[src/hw/rtl/msp_pkg.sv]
// Shared types, codes and the register body length table of the meter register stream parser.
// Depends on nothing; every other file of the block imports it.
package msp_pkg;

   // Parser phases.
   localparam logic [2:0] PH_FILLER = 3'd0;
   localparam logic [2:0] PH_STATUS = 3'd1;
   localparam logic [2:0] PH_REG    = 3'd2;
   localparam logic [2:0] PH_BODY   = 3'd3;
   localparam logic [2:0] PH_TOTAL  = 3'd4;
   localparam logic [2:0] PH_DONE   = 3'd5;
   localparam logic [2:0] PH_ERROR  = 3'd6;

   // Outcome codes reported with the last byte of a payload.
   localparam logic [2:0] OUT_OK        = 3'd0;
   localparam logic [2:0] OUT_FILLER    = 3'd1;
   localparam logic [2:0] OUT_SHORT     = 3'd2;
   localparam logic [2:0] OUT_UNKNOWN   = 3'd3;
   localparam logic [2:0] OUT_TRUNCATED = 3'd4;
   localparam logic [2:0] OUT_NOREG     = 3'd5;
   localparam logic [2:0] OUT_NOTOTAL   = 3'd6;

   // Special byte values.
   localparam logic [7:0] FILLER_CODE  = 8'h2F;
   localparam logic [7:0] END_CODE     = 8'hFF;
   localparam logic [7:0] TOTAL_CODE_A = 8'h10;
   localparam logic [7:0] TOTAL_CODE_B = 8'hA1;

   // The total register body is a little-endian 32-bit word.
   localparam int TOTAL_BYTES = 4;
   localparam int CAP_W       = 2;
   localparam int BODY_W      = 6;   // longest body is 1 + 12 * 4 = 49 bytes

   typedef struct packed {
      logic       valid;
      logic [7:0] data;
      logic       last;
   } stage_type;

   // Body length of a register code; zero marks a code that is not known.
   function automatic logic [BODY_W-1:0] body_length(input logic [7:0] code);
      logic [7:0] offset;
      offset = 8'(code - 8'h6F);
      case (code)
         8'h00, 8'h10, 8'hA1, 8'h42, 8'hA0, 8'hA4, 8'hF0: body_length = 6'd4;
         8'h01, 8'h44, 8'hA6:                             body_length = 6'd3;
         8'h11, 8'h41, 8'h43, 8'hA7, 8'hA8, 8'hAA, 8'hAB,
         8'hAC, 8'hAD, 8'hB4:                             body_length = 6'd2;
         8'h40, 8'h8B, 8'h8C:                             body_length = 6'd6;
         8'h80, 8'h81, 8'h82, 8'h83, 8'h84, 8'h86, 8'h87: body_length = 6'd10;
         8'h85, 8'h88, 8'h8F:                             body_length = 6'd11;
         8'h8A:                                           body_length = 6'd9;
         8'h8E, 8'hA3:                                    body_length = 6'd7;
         8'hA2, 8'hA5, 8'hA9, 8'hAF:                      body_length = 6'd1;
         8'hB0:                                           body_length = 6'd5;
         8'hB1, 8'hB3:                                    body_length = 6'd8;
         8'hB2, 8'hB5:                                    body_length = 6'd16;
         default: begin
            if (code inside {[8'h71:8'h7B]}) begin
               // The offset is 2 to 12, so offset * 4 + 1 fits six bits.
               body_length = {offset[3:0], 2'b01};
            end else if (code inside {[8'hB6:8'hC7], 8'hD0, 8'hD3}) begin
               body_length = 6'd3;
            end else begin
               body_length = 6'd0;
            end
         end
      endcase
   endfunction

endpackage

[src/hw/rtl/msp_input_stage.sv]
// Input register of the meter register stream parser: holds one byte transaction.
// Depends on msp_pkg for the stage structure.
module msp_input_stage
   import msp_pkg::*;
(
   input  logic       clock,
   input  logic       reset,
   input  logic       req_valid,
   output logic       req_stall,
   input  logic [7:0] req_data_byte,
   input  logic       req_last_byte,
   input  logic       take,
   output stage_type  stage
);

   logic       valid_ff, valid_in;
   logic [7:0] data_ff;
   logic       last_ff;
   logic       load;

   // The register is free when empty or when its byte moves on in this cycle.
   assign req_stall = valid_ff && !take;
   assign load      = req_valid && !req_stall;

   always_comb begin
      valid_in = valid_ff;
      if (load) begin
         valid_in = 1'b1;
      end else if (take) begin
         valid_in = 1'b0;
      end
   end

   always_ff @(posedge clock) begin
      if (reset) begin
         valid_ff <= 1'b0;
      end else begin
         valid_ff <= valid_in;
      end
   end

   always_ff @(posedge clock) begin
      if (load) begin
         data_ff <= req_data_byte;
         last_ff <= req_last_byte;
      end
   end

   assign stage.valid = valid_ff;
   assign stage.data  = data_ff;
   assign stage.last  = last_ff;

endmodule

[src/hw/rtl/msp_parse_core.sv]
// Parser state and its one-byte update, plus the outcome computed on the last byte.
// Depends on msp_pkg for phase and outcome codes and the body length table.
module msp_parse_core
   import msp_pkg::*;
#(
   parameter int STATUS_BYTES = 7
) (
   input  logic                      clock,
   input  logic                      reset,
   input  logic                      step,
   input  stage_type                 stage,
   output logic [2:0]                outcome,
   output logic [31:0]               total_volume,
   output logic [8*STATUS_BYTES-1:0] status_block
);

   localparam int CNT_W = (STATUS_BYTES > 1) ? $clog2(STATUS_BYTES) : 1;
   localparam logic [CNT_W-1:0] LAST_HDR = CNT_W'(STATUS_BYTES - 1);
   localparam logic [CAP_W-1:0] LAST_CAP = CAP_W'(TOTAL_BYTES - 1);

   logic [2:0]                phase_ff, phase_in;
   logic [BODY_W-1:0]         body_remaining_ff, body_remaining_in;
   logic [CNT_W-1:0]          header_count_ff, header_count_in;
   logic [CAP_W-1:0]          capture_index_ff, capture_index_in;
   logic [31:0]               total_shift_ff, total_shift_in;
   logic [8*STATUS_BYTES-1:0] status_shift_ff, status_shift_in;
   logic                      total_seen_ff, total_seen_in;
   logic                      register_seen_ff, register_seen_in;
   logic [BODY_W-1:0]         code_len;
   logic [2:0]                outcome_code;

   assign code_len = body_length(stage.data);

   always_comb begin
      phase_in          = phase_ff;
      body_remaining_in = body_remaining_ff;
      header_count_in   = header_count_ff;
      capture_index_in  = capture_index_ff;
      total_shift_in    = total_shift_ff;
      status_shift_in   = status_shift_ff;
      total_seen_in     = total_seen_ff;
      register_seen_in  = register_seen_ff;

      case (phase_ff)
         PH_FILLER: begin
            // The first byte that is not filler is the marker and is dropped.
            if (stage.data != FILLER_CODE) begin
               phase_in = PH_STATUS;
            end
         end
         PH_STATUS: begin
            status_shift_in[8*header_count_ff +: 8] = stage.data;
            if (header_count_ff == LAST_HDR) begin
               header_count_in = '0;
               phase_in        = PH_REG;
            end else begin
               header_count_in = header_count_ff + 1'b1;
            end
         end
         PH_REG: begin
            if (stage.data == END_CODE) begin
               phase_in = PH_DONE;
            end else if (code_len == '0) begin
               phase_in = PH_ERROR;
            end else begin
               register_seen_in  = 1'b1;
               body_remaining_in = code_len;
               if (!total_seen_ff &&
                   (stage.data == TOTAL_CODE_A || stage.data == TOTAL_CODE_B)) begin
                  capture_index_in = '0;
                  phase_in         = PH_TOTAL;
               end else begin
                  phase_in = PH_BODY;
               end
            end
         end
         PH_TOTAL: begin
            total_shift_in[8*capture_index_ff +: 8] = stage.data;
            capture_index_in  = capture_index_ff + 1'b1;
            if (capture_index_ff == LAST_CAP) begin
               total_seen_in = 1'b1;
            end
            body_remaining_in = body_remaining_ff - 1'b1;
            if (body_remaining_ff == BODY_W'(1)) begin
               phase_in = PH_REG;
            end
         end
         PH_BODY: begin
            if (body_remaining_ff != '0) begin
               body_remaining_in = body_remaining_ff - 1'b1;
            end
            if (body_remaining_ff <= BODY_W'(1)) begin
               phase_in = PH_REG;
            end
         end
         default: begin
         end
      endcase

      // The outcome looks at the state as it stands after this byte.
      if (phase_in == PH_ERROR) begin
         outcome_code = OUT_UNKNOWN;
      end else if (phase_in == PH_FILLER) begin
         outcome_code = OUT_FILLER;
      end else if (phase_in == PH_STATUS) begin
         outcome_code = OUT_SHORT;
      end else if (phase_in == PH_BODY || phase_in == PH_TOTAL) begin
         outcome_code = OUT_TRUNCATED;
      end else if (!register_seen_in) begin
         outcome_code = OUT_NOREG;
      end else if (!total_seen_in) begin
         outcome_code = OUT_NOTOTAL;
      end else begin
         outcome_code = OUT_OK;
      end

      // A finished payload puts the parser back into its reset state.
      if (stage.last) begin
         phase_in          = PH_FILLER;
         body_remaining_in = '0;
         header_count_in   = '0;
         capture_index_in  = '0;
         total_seen_in     = 1'b0;
         register_seen_in  = 1'b0;
      end
   end

   always_ff @(posedge clock) begin
      if (reset) begin
         phase_ff          <= PH_FILLER;
         body_remaining_ff <= '0;
         header_count_ff   <= '0;
         capture_index_ff  <= '0;
         total_seen_ff     <= 1'b0;
         register_seen_ff  <= 1'b0;
      end else if (step) begin
         phase_ff          <= phase_in;
         body_remaining_ff <= body_remaining_in;
         header_count_ff   <= header_count_in;
         capture_index_ff  <= capture_index_in;
         total_seen_ff     <= total_seen_in;
         register_seen_ff  <= register_seen_in;
      end
   end

   // Every captured byte is overwritten before it can be reported.
   always_ff @(posedge clock) begin
      if (step) begin
         total_shift_ff  <= total_shift_in;
         status_shift_ff <= status_shift_in;
      end
   end

   assign outcome      = outcome_code;
   assign total_volume = (outcome_code == OUT_OK) ? total_shift_in : '0;
   assign status_block = (outcome_code == OUT_OK) ? status_shift_in : '0;

   a_last_restarts: assert property (@(posedge clock) disable iff (reset)
      step && stage.last |=> phase_ff == PH_FILLER && !register_seen_ff && !total_seen_ff)
      else $error("parser did not return to the filler phase after a last byte");

   a_body_nonzero: assert property (@(posedge clock) disable iff (reset)
      (phase_ff == PH_BODY || phase_ff == PH_TOTAL) |-> body_remaining_ff != '0)
      else $error("body phase entered with no body bytes remaining");

   a_total_once: assert property (@(posedge clock) disable iff (reset)
      phase_ff == PH_TOTAL |-> !total_seen_ff && register_seen_ff)
      else $error("total capture running after the total was already taken");

endmodule

[src/hw/rtl/meter_register_stream_parser.sv]
// A result is formed as its last byte leaves the input register and is held in the output register.
// Throughput: one byte transaction per cycle; a last byte waits in the input register
// only while the output register still holds an earlier result under stall.
// Reset (synchronous, active high) returns the parser to the filler phase and empties
// both the input register and the output register.
// Depends on msp_pkg, msp_input_stage and msp_parse_core.
module meter_register_stream_parser
   import msp_pkg::*;
#(
   parameter int STATUS_BYTES = 7
) (
   input  logic                      clock,
   input  logic                      reset,
   // Payload byte channel.
   input  logic                      req_valid,
   output logic                      req_stall,
   input  logic [7:0]                req_data_byte,
   input  logic                      req_last_byte,
   // Result channel: one transaction per payload.
   output logic                      rsp_valid,
   input  logic                      rsp_stall,
   output logic [2:0]                rsp_outcome,
   output logic [31:0]               rsp_total_volume,
   output logic [8*STATUS_BYTES-1:0] rsp_status_block
);

   stage_type                 stage;
   logic                      take;
   logic                      result_load;
   logic [2:0]                core_outcome;
   logic [31:0]               core_total;
   logic [8*STATUS_BYTES-1:0] core_status;

   logic                      rsp_valid_ff, rsp_valid_in;
   logic [2:0]                rsp_outcome_ff;
   logic [31:0]               rsp_total_ff;
   logic [8*STATUS_BYTES-1:0] rsp_status_ff;

   // The byte in the input register is parsed in the cycle it moves on. Only a last
   // byte produces a result, so only a last byte needs the output register to be free
   // (empty, or emptied by the consumer in this same cycle).
   assign take = stage.valid &&
                 (!stage.last || !rsp_valid_ff || !rsp_stall);
   assign result_load = take && stage.last;

   msp_input_stage u_input (
      .clock         (clock),
      .reset         (reset),
      .req_valid     (req_valid),
      .req_stall     (req_stall),
      .req_data_byte (req_data_byte),
      .req_last_byte (req_last_byte),
      .take          (take),
      .stage         (stage)
   );

   // The parser state advances once per byte; its outcome is formed from the state
   // as it stands after the byte and is captured here only for a last byte.
   msp_parse_core #(
      .STATUS_BYTES (STATUS_BYTES)
   ) u_core (
      .clock        (clock),
      .reset        (reset),
      .step         (take),
      .stage        (stage),
      .outcome      (core_outcome),
      .total_volume (core_total),
      .status_block (core_status)
   );

   // Output register: holds a result until the consumer takes it.
   always_comb begin
      rsp_valid_in = rsp_valid_ff;
      if (result_load) begin
         rsp_valid_in = 1'b1;
      end else if (!rsp_stall) begin
         rsp_valid_in = 1'b0;
      end
   end

   always_ff @(posedge clock) begin
      if (reset) begin
         rsp_valid_ff <= 1'b0;
      end else begin
         rsp_valid_ff <= rsp_valid_in;
      end
   end

   always_ff @(posedge clock) begin
      if (result_load) begin
         rsp_outcome_ff <= core_outcome;
         rsp_total_ff   <= core_total;
         rsp_status_ff  <= core_status;
      end
   end

   assign rsp_valid        = rsp_valid_ff;
   assign rsp_outcome      = rsp_outcome_ff;
   assign rsp_total_volume = rsp_total_ff;
   assign rsp_status_block = rsp_status_ff;

   // A result under stall must never be overwritten by the next payload's result.
   a_no_overwrite: assert property (@(posedge clock) disable iff (reset)
      rsp_valid_ff && rsp_stall |-> !result_load)
      else $error("result overwritten while the consumer stalls");

   // A last byte held back can only be waiting for the output register.
   a_stall_reason: assert property (@(posedge clock) disable iff (reset)
      stage.valid && !take |-> stage.last && rsp_valid_ff && rsp_stall)
      else $error("input register held without a full output register");

   // A reported failure always carries zero total and status fields.
   a_ok_fields: assert property (@(posedge clock) disable iff (reset)
      result_load && core_outcome != OUT_OK |-> core_total == '0 && core_status == '0)
      else $error("failed payload reported non-zero fields");

endmodule
[config.mk]
export PLATFORM = sky130hd
export DESIGN_NAME = meter_register_stream_parser
export DESIGN_NICKNAME = d
export VERILOG_FILES = /design/src/hw/rtl/msp_pkg.sv /design/src/hw/rtl/msp_input_stage.sv /design/src/hw/rtl/msp_parse_core.sv /design/src/hw/rtl/meter_register_stream_parser.sv
export SDC_FILE = /design/constraint.sdc
export NUM_CORES = 1
export LEC_CHECK = 0
export ABC_AREA = 1
export BUFFER_PORTS_ARGS = -buffer_cell sky130_fd_sc_hd__buf_2
export CAP_MARGIN = 40
export CORE_AREA = 2 2 140 142
export CTS_CLUSTER_DIAMETER = 30
export DETAILED_ROUTE_END_ITERATION = 6
export DIE_AREA = 0 0 142 144
export PLACE_DENSITY = 0.82
export SYNTH_ARGS = -nofsm -noshare
export SYNTH_HDL_FRONTEND = slang
export SYNTH_HIERARCHICAL = 1
export SYNTH_SLANG_ARGS = --single-unit
export TNS_END_PERCENT = 50
[constraint.sdc]
create_clock -name clock -period 6.1 [get_ports clock]
set_clock_uncertainty 0.05 [all_clocks]
set_input_delay 1.22 -clock clock [delete_from_list [all_inputs] [get_ports clock]]
set_output_delay 1.22 -clock clock [all_outputs]
set_load 0.02 [all_outputs]
==> flow_summary.ini <==
[global_route]
grt_max_degree = 58
grt_overflow = 0
grt_usage_pct = 22.8
grt_pass1_vias = 7416
grt_pass1_wl_mm = 37.0
antenna_found_initial = 0

[clock_tree]
htree_levels = 2
cts_sinks = 206
hold_buffers = 0
clock_latency_ns = 0.51
clk_pin_slew_ns = 0.05
cts_buffer_depth = 3
post_cts_buffers = 0
cts_made_buffers = 40
cts_tree = done
cts.repair.resized = 0
clockRootBuffer = clkbuf_16

[floorplanning]
die_y_um = 144
core_region_area_sq_um = 19100
initial_utilization_pct = 54.1
dieArea_sq_um = 20400
io_pins = 106
die_x_um = 142
rows = 51

[timing]
tightest_slew_ns = 0.913
period_needed_ns = 3.93
final.setup.worst_slack_ns = 2.17
min_period_over_period_pct = 64.5
rsz0062_at_grt = false
fmax_mhz = 254
setup_tns_ns = 0
hold_violations = 0
slew_viol_final = 0
slew_headroom_pct = 39.1
setup_violations = 0

[worst_hold_path]
min_from = u_core/register_seen_ff
hold_path.class = register to register

[synthesis]
synth_area_sq_um = 10300
synth_nets = 1119
avgSynthCellArea_sq_um = 9.49
seq_area_frac_synth_pct = 58.2
synth_seq_cells = 206
yosysWarningCount = 6
synth_cell_types = 43
syn_inst = 1088

[placed_design]
placed_cell_area_sq_um = 11000
gp_congestion = 0.938
dpl.hpwl_mm = 15.5
pre_cts_ws_ns = 2.21
io_buffers = 105

[finish]
fin_nets = 1225
final_cell_mix = 205 x inv_1, 188 x edfxtp_1, 183 x nand2_1
final_area_sq_um = 12400
finish.utilization_pct = 65.1
final_common_cell = inv_1
diodes = 0
drive_gt1_share_pct = 20.1
syn_to_final_growth_pct = 20.3

[critical_path]
cp-end-kind = register
cp-start-kind = register
r2r_start = u_input/data_ff[1]
setup.worst_path.class = register to register
critPathArrivalTime_ns = 4.13
crit_fanout = 57
critPathLaunch = u_input/data_ff[1]
worstPathRequired_ns = 6.29

[power_and_ir_drop]
p_leak_nw = 5.48
ir_drop_mv = 0.200
power_density_nw_per_um2 = 344
design_power_total_mw = 4.27

[status]
status = complete, no violations

[routing]
ant_nets = 0
drt_iter0_drc = 813
routed_wl_mm = 23.0
num_vias = 7858
first_pass_iters = 5
wl_per_cell_um = 15.7
drc = 0
avgViaCountPerCell = 5.37

[job]
max-cap-violations = 0
[worst max-delay path, stage by stage, from the launching register on]
cell and delay (ns):
edfxtp_1 0.60, inv_1 0.30, ha_1 0.37, o211ai_1 0.23, o211ai_1 0.18, a21oi_1 0.33, nand3_2 0.15, nand2_2 0.09
nand2_1 0.05, nand2_1 0.07, nand2_2 0.07, nand2_2 0.10, inv_1 0.06, o21ai_0 0.15, inv_1 0.09, nand2_4 0.33
buf_16 0.30, nor3_1 0.10
[routing by layer]
layer	vias to the layer above	part of all wire (%)	track usage (%)
li1	3838	-	-
met1	3675	44	30.5
met2	307	48	37.6
met3	38	6.7	4.40
met4	0	2.1	8.00
met5	-	0	0
[report_power, final]
group          switching [mW]  internal, mW
registers              0.0360          1.62
logic                   0.244        0.0902
clock network           0.721          1.55
[per-stage QoR]
stage	cells	hold WS, ns
after floorplan	1088	0.403
after CTS	1464	0.433
after detailed placement	1390	0.421
after global routing	1464	0.445
after global placement	1386	0.427
final	1464	0.434
[final timing paths]
kind / slack, ns / depth (start not counted) / end
max: 2.17 / 17 / rsp_total_volume[31]
min: 0.43 / 2 / u_core/register_seen_ff
max reg2reg: 2.17 / 17 / rsp_total_volume[31]
min reg2reg: 0.43 / 2 / u_core/register_seen_ff
[cell type report]
cell class / count / area, sq um
Clock buffer: 44 / 1060
Sequential cell: 206 / 6010
Tap cell: 238 / 298
Fill cell: 1449 / 6670
Timing Repair Buffer: 111 / 636
Clock inverter: 30 / 364
Multi-Input combinational cell: 616 / 3230
Inverter: 219 / 825
[sequential cells by signal (all words and copies together), names as in the netlist, 2 cells and up]
register,count
rsp_outcome,3
rsp_status_block,56
rsp_total_volume,32
u_core/body_remaining_ff,6
u_core/capture_index_ff,2
u_core/header_count_ff,3
u_core/phase_ff,3
u_core/status_shift_ff,56
u_core/total_shift_ff,32
u_input/data_ff,8
[logic make-up (layout without fill, tap and decap cells)]
| logic type | after synthesis | after routing | synth area share (%) |
|---|---|---|---|
| AOI/OAI and AO/OA | 151 | 151 | 8.27 |
| DFF | 206 | 206 | 58.2 |
| and+or+nand+nor | 445 | 445 | 20.6 |
| buffers and inverters | 266 | 404 | 10.6 |
| xor gates and xnor gates | 2 | 2 | 0.170 |
| adders and majority gates | 18 | 18 | 2.18 |
[synth_stat cells (all sizes together)]
cell type | n | area, sq um
edfxtp | 188 | 5650
nand3 | 40 | 225
a31oi | 2 | 12.5
o31ai | 8 | 60.1
buf | 30 | 211
nor4 | 8 | 56.3
ha | 18 | 225
o22ai | 1 | 6.26
a221o | 1 | 10.0
a211oi | 5 | 37.5
nor2 | 76 | 315
o41ai | 1 | 8.76
a21oi | 23 | 126
nor3 | 104 | 621
nand4 | 9 | 56.3
o211a | 2 | 20.0
o21a | 8 | 60.1
or2 | 13 | 81.3
inv | 217 | 815
o21ai | 96 | 480
dfxtp | 18 | 360
clkinv | 2 | 7.51
nand2 | 192 | 743
and3b | 1 | 8.76
xor2 | 1 | 8.76
nor3b | 2 | 15.0
o211ai | 3 | 22.5
xnor2 | 1 | 8.76
clkbuf | 17 | 63.8
o311ai | 1 | 8.76
(Power assumes the default switching activity.)
